## config.mk

```make
export PLATFORM = sky130hd
export DESIGN_NAME = imt_cell
export DESIGN_NICKNAME = d
export VERILOG_FILES = /design/src/imt_pkg.sv /design/src/imt_cell.sv
export SDC_FILE = /design/constraint.sdc
export NUM_CORES = 1
export LEC_CHECK = 0
export BUFFER_PORTS_ARGS = -buffer_cell sky130_fd_sc_hd__buf_2
export CAP_MARGIN = 0
export CELL_PAD_IN_SITES_DETAIL_PLACEMENT = 0
export CELL_PAD_IN_SITES_GLOBAL_PLACEMENT = 1
export CORE_MARGIN = 5
export CORE_UTILIZATION = 38
export CTS_CLUSTER_DIAMETER = 150
export DETAILED_ROUTE_END_ITERATION = 8
export GPL_TIMING_DRIVEN = 0
export PLACE_DENSITY = 0.84
export SYNTH_ARGS = -nofsm -noshare
export SYNTH_HDL_FRONTEND = slang
export SYNTH_SLANG_ARGS = --single-unit
```

## constraint.sdc

```tcl
create_clock -name clk -period 3.2 [get_ports clk]
set_input_delay 0.64 -clock clk [delete_from_list [all_inputs] [get_ports clk]]
set_output_delay 0.64 -clock clk [all_outputs]
set_load 0.02 [all_outputs]
```

## src/imt_pkg.sv

```systemverilog
// types, codes and sizes shared by the interval mark table
package imt_pkg;

  localparam int ADDR_BITS = 16;
  localparam int SLOT_W = 6;
  localparam int COUNT_W = 7;
  localparam int DEF_TABLE_DEPTH = 64;

  typedef enum logic [1:0] {
    STAT_OK        = 2'd0,
    STAT_BAD_RANGE = 2'd1,
    STAT_FULL      = 2'd2,
    STAT_BAD_INDEX = 2'd3
  } imt_status_t;

  typedef enum logic {
    CMD_MARK = 1'b0,
    CMD_READ = 1'b1
  } imt_cmd_t;

  typedef enum logic {
    ST_IDLE  = 1'b0,
    ST_APPLY = 1'b1
  } imt_state_t;

  typedef struct packed {
    imt_cmd_t              cmd;
    logic [ADDR_BITS-1:0]  range_start;
    logic [ADDR_BITS-1:0]  range_end;
    logic [SLOT_W-1:0]     entry_index;
  } imt_in_t;

  typedef struct packed {
    imt_status_t           status;
    logic [ADDR_BITS-1:0]  entry_start;
    logic [ADDR_BITS-1:0]  entry_end;
    logic [SLOT_W-1:0]     entry_slot;
    logic [COUNT_W-1:0]    entry_count;
  } imt_out_t;

  typedef struct packed {
    logic [ADDR_BITS-1:0] lo;
    logic [ADDR_BITS-1:0] hi;
  } imt_entry_t;

  typedef struct packed {
    logic capture;
    logic bad_range;
    logic apply;
    logic append;
  } imt_ctl_t;

endpackage

```

## src/imt_cell.sv

```systemverilog
// one table slot: holds an interval, compares a request against it, merges or loads it
module imt_cell import imt_pkg::*; #(
  parameter int CELL_ID = 0,
  parameter int CW = 7,
  parameter int IW = 6
) (
  input  logic          clk,
  input  imt_ctl_t      ctl,
  input  imt_in_t       in_req,
  input  imt_in_t       cur_req,
  input  logic [CW-1:0] count,
  input  logic          prev_hit,
  output logic          next_hit,
  output imt_entry_t    sel_entry,
  output logic [IW-1:0] sel_slot
);

  logic       match_r;
  logic       match_nxt;
  imt_entry_t entry_r;
  imt_entry_t entry_nxt;
  imt_entry_t merged;
  logic       in_use;
  logic       overlap;
  logic       first;

  assign in_use  = 32'(CELL_ID) < 32'(count);
  assign overlap = !((entry_r.lo > in_req.range_end) || (entry_r.hi < in_req.range_start));

  always_comb begin
    if (in_req.cmd == CMD_READ) begin
      match_nxt = in_use && (32'(in_req.entry_index) == 32'(CELL_ID));
    end else begin
      match_nxt = in_use && overlap && !ctl.bad_range;
    end
  end

  assign next_hit = prev_hit | match_r;
  assign first    = match_r & ~prev_hit;

  assign merged.lo = (cur_req.range_start < entry_r.lo) ? cur_req.range_start : entry_r.lo;
  assign merged.hi = (cur_req.range_end > entry_r.hi) ? cur_req.range_end : entry_r.hi;

  always_comb begin
    entry_nxt = entry_r;
    if (ctl.apply && first && (cur_req.cmd == CMD_MARK)) begin
      entry_nxt = merged;
    end else if (ctl.append && (32'(count) == 32'(CELL_ID))) begin
      entry_nxt.lo = cur_req.range_start;
      entry_nxt.hi = cur_req.range_end;
    end
  end

  always_comb begin
    sel_entry = '0;
    sel_slot  = '0;
    if (first) begin
      sel_entry = (cur_req.cmd == CMD_READ) ? entry_r : merged;
      sel_slot  = IW'(CELL_ID);
    end
  end

  always_ff @(posedge clk) begin
    entry_r <= entry_nxt;
    if (ctl.capture) begin
      match_r <= match_nxt;
    end
  end

endmodule

```

==> results of run 1 <==
==> where the power goes <==
group	total (mW)	leakage [nW]	internal (mW)	switching, mW
sequential	0.492	0.300	0.485	0.00660
combinational	0.366	2.14	0.182	0.184
clock	0.317	0.0450	0.151	0.166
==> routing by layer <==
metal	routed length, um	part of all wire (%)	global-route usage [%]
met5	0	0	0
met4	115	1.1	2.80
met2	5250	51	30.4
met3	607	5.9	3.58
met1	4310	42	19.0
==> critical path, stage by stage, from the launching register on <==
cell and delay (ns):
edfxtp_1 0.44, inv_2 0.07, ha_4 0.26, nand4_1 0.18, a2111o_1 0.47, a31oi_4 0.29
clkbuf_16 0.21, mux2i_1 0.18, nor2_1 0.05, buf_4 0.18
==> cells by family (layout without fill, tap and decap cells) <==
family	Yosys count	after routing	synth area share, %
simple gates	97	97	13.2
buf+inv	81	231	10.0
mux	64	64	19.7
fa+ha+maj	62	62	21.2
compound gates	44	44	8.63
flops	33	33	27.1
other cells	1	6	0.103
==> registers in the layout (all words and copies together), names as in the netlist <==
name     flops
match_r      1
entry_r     32
==> worst min-delay path by stage <==
stage	endpoint	depth (start not counted)
5_1_grt	match_r$_DFFE_PP_	1
2_1_floorplan	entry_r[16]$_DFFE_PP_	1
4_1_cts	match_r$_DFFE_PP_	1
3_3_place_gp	entry_r[16]$_DFFE_PP_	1
3_5_place_dp	entry_r[0]$_DFFE_PP_	1
6_report	match_r$_DFFE_PP_	1
==> layout make-up <==
| class | instances | area (um^2) | share of cell area [%] |
|---|---|---|---|
| Buffer | 15 | 128 | 2.60 |
| Clock buffer | 6 | 72.6 | 1.48 |
| Clock inverter | 2 | 10.0 | 0.204 |
| Inverter | 66 | 248 | 5.04 |
| Multi-Input combinational cell | 273 | 2480 | 50.5 |
| Sequential cell | 33 | 991 | 20.2 |
| Tap cell | 129 | 161 | 3.28 |
| Timing Repair Buffer | 142 | 823 | 16.7 |
==> per-stage QoR <==
| step | hold WS (ns) | util [%] |
|---|---|---|
| 2_1_floorplan | 0.592 | - |
| 3_3_place_gp | 0.629 | 47.6 |
| 3_5_place_dp | 0.629 | 47.6 |
| 4_1_cts | 0.543 | 48.8 |
| 5_1_grt | 0.539 | 53.0 |
| 6_report | 0.559 | 53.0 |
==> placed cells by master, fill, tap and decap left out, types with 3 or more instances in the layout <==
cell type and count:
a21oi_1 16, buf_2 110, buf_4 35, buf_6 5, clkbuf_1 4, clkbuf_8 5, conb_1 6, edfxtp_1 33
ha_1 53, ha_4 9, inv_1 63, inv_2 3, mux2_2 22, mux2_4 10, mux2i_1 32, nand2_1 10
nand2b_1 3, nand3_1 9, nand4_1 12, nor2_1 42, o21ai_0 4, or2_2 3
==> repair_timing <==
| item | CTS | global route |
|---|---|---|
| pin swaps | 3 | 12 |
| setup buffers | 3 | 20 |
| resized for setup | 1 | 37 |
| cloned | 0 | 2 |
| setup endpoints to repair | 32 | 32 |
==> impl_metrics.csv, run 1 <==
group,metric,value,unit
synth,synth.most_common_cell,"inv_1",
synth,postSynth.asyncResetShare,0,%
sta,max_freq,0.307,GHz
cells_and_area,diodes,0,
cells_and_area,syn_to_final_growth,34.6,%
sta,slew_violations,0,
flow_run,maxCapViolCount,0,
floorplan,std_cell_rows,35,
global_routing,grt_pass1_wl,15.2,mm
clock_tree,cts.path.max_buffers,2,
placement,gp_congestion,0.836,
synth,syn_area,3650,um^2
status,violations,"setup timing",
sta,finalSetupTns,-0.682,ns
setup_path,rr_startpoint,"entry_r[10]$_DFFE_PP_",
sta,period_share,102,%
global_routing,grt_overflow,0,
floorplan,core,9280,um^2
sta,setup_viol,16,
sta,worst_pin_slew,0.866,ns
drt,drc_errors,0,
sta,clock_skew,0.00743,ns
floorplan,start_util,39.3,%
clock_tree,hold_buffers,0,
sta,hold_viol,0,
drt,first_pass_iters,4,
drt,drt-total-wl,10.3,mm
clock_tree,cts-root-buf,"clkbuf_8",
hold_path,hold_path_class,"input pin to register",
global_routing,grt_max_degree,33,
power_and_ir_drop,leakage,2.49,nW
power_and_ir_drop,ir_drop,0.158,mV
sta,slew_headroom,42.1,%
cells_and_area,drive_above_1_share,41.7,%
clock_tree,h-tree-depth,2,
placement,pre_cts_ws,-0.278,ns
clock_tree,cts_tree,"built",
setup_path,worstPathArrival,2.62,ns
floorplan,dieHeight,108,um
placement,placed_cells,633,
drt,vias,3298,
setup_path,endpoint_kind,"output pin",
placement,placed_area,4420,um^2
placement,hpwl,7.91,mm
status,outcome,"finished with violations",
floorplan,die_area,11700,um^2
sta,period_needed,3.26,ns
cells_and_area,final_area,4920,um^2
clock_tree,clock_sinks,33,
drt,ant_nets,0,
setup_path,rr_endpoint,"entry_r[13]$_DFFE_PP_",
setup_path,rr_worst_depth,9,
sta,setup_ws,-0.0620,ns
global_routing,grt_pass1_vias,3290,
synth,synth.top_cell.area_share,27.1,%
setup_path,critPathKind,"register to output pin",
synth,syn-instance-count,382,
power_and_ir_drop,powerDensity,239,nW/um^2
global_routing,grt.total_usage,16.2,%
synth,yosys_warnings,0,
setup_path,critPathRequiredTime,2.56,ns
drt,routedWlPerCell,15.4,um
synth,yosys.area.top_type,"edfxtp_1",
synth,avgSynthCellArea,9.56,um^2
synth,ys.flop_type,"edfxtp_1",
hold_path,hold_path.startpoint,"ctl[3]",
synth,synth_edf_count,33,
setup_path,r2r_slack,0.54,ns
synth,ys_seq_elements,33,
clock_tree,clk_pin_slew,0.08,ns
setup_path,setup.worst_path.end,"sel_entry[7]",
cells_and_area,nets,689,
synth,ys_types,44,
synth,synth_common_cells,"inv_1, ha_1, nor2_1",
floorplan,ioPinCount,130,
synth,ys_top_cells_by_area,"edfxtp_1, ha_1, mux2i_1",
cells_and_area,fin_cells,666,
sta,rsz0062_at_grt,"yes",
setup_path,start_kind,"register",
clock_tree,numCtsBuffers,5,
setup_path,setup.worst_path.start,"entry_r[10]$_DFFE_PP_",
cells_and_area,fillers,911,
power_and_ir_drop,p_total,1.17,mW
drt,drt_iter0_markers,62,
floorplan,die_x,108,um
setup_path,cp_max_fo,5,
drt,viasPerCell,4.95,
placement,port_buffers,117,
synth,seq_area_frac_synth,27.1,%
global_routing,antenna_found_initial,0,
clock_tree,clk-insertion-delay-late,0.28,ns
(Power assumes the default switching activity.)
==> inputs of run 2 (changes only) <==
--- a/config.mk
+++ b/config.mk
@@ -9,12 +9,13 @@
 export CAP_MARGIN = 0
 export CELL_PAD_IN_SITES_DETAIL_PLACEMENT = 0
 export CELL_PAD_IN_SITES_GLOBAL_PLACEMENT = 1
+export CORE_ASPECT_RATIO = 0.7
 export CORE_MARGIN = 5
-export CORE_UTILIZATION = 38
+export CORE_UTILIZATION = 41
 export CTS_CLUSTER_DIAMETER = 150
 export DETAILED_ROUTE_END_ITERATION = 8
 export GPL_TIMING_DRIVEN = 0
-export PLACE_DENSITY = 0.84
+export PLACE_DENSITY = 0.9
 export SYNTH_ARGS = -nofsm -noshare
 export SYNTH_HDL_FRONTEND = slang
 export SYNTH_SLANG_ARGS = --single-unit
==> constraint.sdc (replaced) <==
create_clock -name clk -period 4.2 [get_ports clk]
set_input_delay 0.63 -clock clk [delete_from_list [all_inputs] [get_ports clk]]
set_output_delay 0.63 -clock clk [all_outputs]
set_load 0.02 [all_outputs]
==> impl_metrics.csv, run 2 (synthesis results as in run 1) <==
group,metric,value,unit
sta,slew_headroom,46.0,%
sta,clock_skew,0.00546,ns
sta,setup_viol,0,
power_and_ir_drop,ir_drop,0.152,mV
clock_tree,clk_pin_slew,0.05,ns
floorplan,start_util,42.6,%
cells_and_area,final_common_cell,"buf_2",
clock_tree,hold_buffers,0,
global_routing,met2_usage,28.7,%
sta,finalSetupTns,0,ns
sta,hold_viol,0,
clock_tree,cts.path.max_buffers,2,
global_routing,grtUsageMet1,24.3,%
drt,drt_iter0_markers,142,
setup_path,worstPathArrival,2.96,ns
flow_run,maxCapViolCount,0,
cells_and_area,final_area,4550,um^2
drt,vias,3167,
global_routing,grt_overflow,0,
setup_path,critPathRequiredTime,3.57,ns
cells_and_area,syn_to_final_growth,24.5,%
clock_tree,clock_sinks,33,
placement,gp_congestion,0.891,
cells_and_area,final_cell_mix,"buf_2, inv_1, ha_1",
floorplan,dieHeight,89.0,um
global_routing,grt.total_usage,17.5,%
sta,holdWs,0.553,ns
global_routing,antenna_found_initial,1,
clock_tree,cts-resized-gates,0,
placement,hpwl,7.84,mm
global_routing,grt_pass1_vias,3180,
sta,period_needed,3.59,ns
sta,setup_ws,0.607,ns
setup_path,start_kind,"input pin",
cells_and_area,nets,664,
cells_and_area,largest_reg_flops,32,
cells_and_area,finish.utilization,53.0,%
power_and_ir_drop,powerDensity,214,nW/um^2
floorplan,std_cell_rows,28,
clock_tree,cts-root-buf,"clkbuf_16",
floorplan,die_area,10900,um^2
floorplan,die_x,123,um
cells_and_area,drive_above_1_share,34.6,%
setup_path,cp_max_fo,10,
floorplan,core,8580,um^2
floorplan,ioPinCount,130,
placement,placed_area,4410,um^2
global_routing,top_usage_layer,"met2",
global_routing,grt_pass1_wl,15.1,mm
clock_tree,numCtsBuffers,5,
drt,routedWlPerCell,15.1,um
power_and_ir_drop,leakage,2.37,nW
cells_and_area,largest_registers,"entry_r: 32 flops, match_r: 1 flops",
clock_tree,h-tree-depth,2,
drt,ant_nets,0,
status,outcome,"finished clean",
global_routing,grtUsageMet3,3.48,%
setup_path,endpoint_kind,"output pin",
drt,first_pass_iters,4,
cells_and_area,diodes,0,
drt,drt-total-wl,9.56,mm
sta,period_share,85.6,%
cells_and_area,max_flop_register,"entry_r",
clock_tree,clk-insertion-delay-late,0.27,ns
clock_tree,cts_setup_buffers,0,
clock_tree,cts_tree,"built",
sta,max_freq,0.278,GHz
placement,port_buffers,117,
hold_path,hold_path_class,"input pin to register",
global_routing,grt_max_degree,33,
sta,slew_violations,0,
sta,rsz0062_at_grt,"no",
sta,worst_pin_slew,0.807,ns
drt,viasPerCell,5.01,
placement,pre_cts_ws,0.621,ns
setup_path,critPathKind,"input pin to output pin",
drt,drc_errors,0,
-- run 2: report_power, final --
| part | switching (mW) | internal [mW] | total, mW |
|---|---|---|---|
| Combinational | 0.129 | 0.117 | 0.246 |
| Sequential | 0.00546 | 0.370 | 0.376 |
| Clock | 0.128 | 0.220 | 0.348 |
-- run 2: final timing paths --
kind	startpoint	to	slack (ns)	cells past startpoint
worst min register to register	entry_r[21]$_DFFE_PP_	entry_r[21]$_DFFE_PP_	0.65	1
worst max-delay path	cur_req[24]	sel_entry[30]	0.61	10
worst max register to register	entry_r[14]$_DFFE_PP_	match_r$_DFFE_PP_	1.33	7
worst min-delay path	ctl[3]	match_r$_DFFE_PP_	0.55	1
-- run 2: layer usage --
metal | up-vias | share of wire, %
li1 | 1614 | -
met1 | 1467 | 49
met2 | 76 | 45
met3 | 8 | 5.0
met4 | 2 | 0.77
met5 | - | 0.073
-- run 2: critical path: stages --
cell      delay, ns
buf_2          0.11
ha_1           0.30
a211oi_1       0.25
o21ai_0        0.12
a211oi_1       0.49
o211ai_2       0.33
buf_4          0.31
mux2i_1        0.19
nor2_1         0.05
buf_2          0.17
-- run 2: per-stage QoR --
step / instances / power [mW]
2_1_floorplan: 387 / 0.536
3_5_place_dp: 624 / 0.628
6_report: 632 / 0.971
4_1_cts: 632 / 0.977
3_3_place_gp: 624 / 0.620
5_1_grt: 632 / 1.03
-- run 2: area by class of cell --
type	count	area, um^2
plain buffers	15	119
multi-input cells	273	2320
repair buffers	117	586
inverters	66	248
clock buffers	8	136
fillers	827	4040
flip-flops and latches	33	991
well taps	120	150
==> inputs of run 3 (changes only) <==
--- a/config.mk
+++ b/config.mk
@@ -10,7 +10,7 @@
 export CELL_PAD_IN_SITES_DETAIL_PLACEMENT = 0
 export CELL_PAD_IN_SITES_GLOBAL_PLACEMENT = 1
 export CORE_ASPECT_RATIO = 0.7
-export CORE_MARGIN = 5
+export CORE_MARGIN = 2
 export CORE_UTILIZATION = 41
 export CTS_CLUSTER_DIAMETER = 150
 export DETAILED_ROUTE_END_ITERATION = 8
==> constraint.sdc (replaced) <==
create_clock -name clk -period 4.2 [get_ports clk]
set_input_delay 0.63 -clock clk [delete_from_list [all_inputs] [get_ports clk]]
set_output_delay 0.63 -clock clk [all_outputs]
set_load 0.1 [all_outputs]
==> impl_metrics.csv, run 3 (synthesis results as in run 1) <==
group,metric,value,unit
status,outcome,"finished clean",
floorplan,die_x,117,um
floorplan,start_util,42.7,%
drt,drt-total-wl,8.87,mm
cells_and_area,max_flop_register,"entry_r",
power_and_ir_drop,pwr-share-seq,35.2,%
floorplan,std_cell_rows,28,
cells_and_area,syn_to_final_growth,25.3,%
clock_tree,hold_buffers,0,
drt,viasPerCell,4.89,
drt,drc_errors,0,
cells_and_area,final_area,4580,um^2
power_and_ir_drop,powerDensity,233,nW/um^2
clock_tree,clock_sinks,33,
placement,placed_area,4430,um^2
cells_and_area,final_cell_mix,"buf_2, inv_1, ha_1",
global_routing,grt_overflow,0,
clock_tree,cts-resized-gates,0,
cells_and_area,final_common_cell,"buf_2",
hold_path,hold_path_class,"input pin to register",
global_routing,grt.total_usage,18.6,%
cells_and_area,drive_above_1_share,35.1,%
floorplan,die_area,9690,um^2
clock_tree,cts_setup_buffers,0,
clock_tree,cts-root-buf,"clkbuf_16",
clock_tree,clk-insertion-delay-late,0.28,ns
drt,vias,3098,
floorplan,core,8550,um^2
sta,slew_headroom,52.5,%
power_and_ir_drop,power.switching,0.361,mW
placement,port_buffers,117,
setup_path,critPathKind,"input pin to output pin",
placement,gp_congestion,0.802,
global_routing,grt_max_degree,21,
cells_and_area,fillers,811,
setup_path,cp_max_fo,10,
setup_path,worstPathArrival,3.09,ns
global_routing,antenna_found_initial,0,
sta,period_needed,3.72,ns
cells_and_area,largest_registers,"entry_r: 32 flops, match_r: 1 flops",
clock_tree,cts_tree,"built",
cells_and_area,finish.utilization,53.5,%
sta,finalSetupTns,0,ns
clock_tree,clk_pin_slew,0.06,ns
clock_tree,numCtsBuffers,5,
sta,slew_violations,0,
power_and_ir_drop,p_total,1.07,mW
placement,hpwl,7.27,mm
drt,drt_iter0_markers,125,
sta,rsz0062_at_grt,"no",
power_and_ir_drop,pwr-share-clk,34.0,%
cells_and_area,largest_reg_flops,32,
cells_and_area,diodes,0,
global_routing,grt_pass1_vias,3035,
drt,routedWlPerCell,14.0,um
setup_path,endpoint_kind,"output pin",
cells_and_area,nets,665,
power_and_ir_drop,leakage,2.38,nW
power_and_ir_drop,ir_drop,0.145,mV
drt,first_pass_iters,6,
global_routing,grt_pass1_wl,14.5,mm
clock_tree,h-tree-depth,2,
sta,hold_viol,0,
clock_tree,cts.path.max_buffers,2,
drt,ant_nets,0,
placement,placed_cells,625,
setup_path,critPathRequiredTime,3.57,ns
sta,worst_pin_slew,0.711,ns
sta,period_share,88.5,%
sta,clock_skew,0.00640,ns
floorplan,dieHeight,83.0,um
flow_run,maxCapViolCount,0,
cells_and_area,fin_cells,633,
power_and_ir_drop,switching_share,33.8,%
sta,setup_viol,0,
sta,max_freq,0.269,GHz
power_and_ir_drop,p_int,0.705,mW
power_and_ir_drop,comb_power_share,30.8,%
floorplan,ioPinCount,130,
setup_path,start_kind,"input pin",
-- run 3: through the flow --
| step | hold WS, ns | setup WS, ns |
|---|---|---|
| 4_1_cts | 0.542 | 0.480 |
| 3_5_place_dp | 0.633 | 0.507 |
| 2_1_floorplan | 0.592 | 0.190 |
| 5_1_grt | 0.541 | 0.263 |
| 6_report | 0.546 | 0.482 |
| 3_3_place_gp | 0.626 | 0.521 |
-- run 3: layout make-up --
class / instances / area [um^2] / share of cell area, %
multi-input cells: 273 / 2310 / 50.5
flip-flops and latches: 33 / 991 / 21.7
plain buffers: 15 / 119 / 2.60
inverters: 66 / 248 / 5.41
clock buffers: 5 / 125 / 2.73
repair buffers: 118 / 613 / 13.4
clock inverters: 3 / 17.5 / 0.383
well taps: 120 / 150 / 3.28
-- run 3: power by group through the flow --
stage	Sequential [mW]	Combinational, mW	Clock [mW]
after floorplan	0.381	0.238	0
after global placement	0.382	0.320	0
after detailed placement	0.382	0.328	0
after CTS	0.375	0.330	0.372
after global routing	0.376	0.357	0.384
final	0.375	0.328	0.362
-- run 3: layer usage --
layer	wire [um]	vias to the layer above	part of all wire [%]	global-route usage (%)
met3	404	9	4.6	3.21
li1	-	1617	-	-
met5	0	-	0	0
met2	4000	81	45	30.8
met1	4360	1391	49	25.5
met4	110	0	1.2	3.53
-- run 3: worst paths after layout --
| check | start | endpoint | slack, ns | depth (start not counted) |
|---|---|---|---|---|
| setup / recovery | cur_req[32] | sel_entry[22] | 0.48 | 10 |
| hold / removal | ctl[3] | match_r$_DFFE_PP_ | 0.55 | 1 |
| setup reg to reg | entry_r[26]$_DFFE_PP_ | entry_r[22]$_DFFE_PP_ | 1.48 | 10 |
| hold reg to reg | entry_r[16]$_DFFE_PP_ | entry_r[16]$_DFFE_PP_ | 0.64 | 1 |
-- run 3: critical path, cell delays in order --
cell,delay [ns]
buf_2,0.12
ha_1,0.30
a21oi_1,0.15
o221ai_1,0.15
a221oi_1,0.41
o211ai_2,0.35
buf_4,0.31
mux2i_1,0.14
nor2_1,0.08
buf_2,0.43
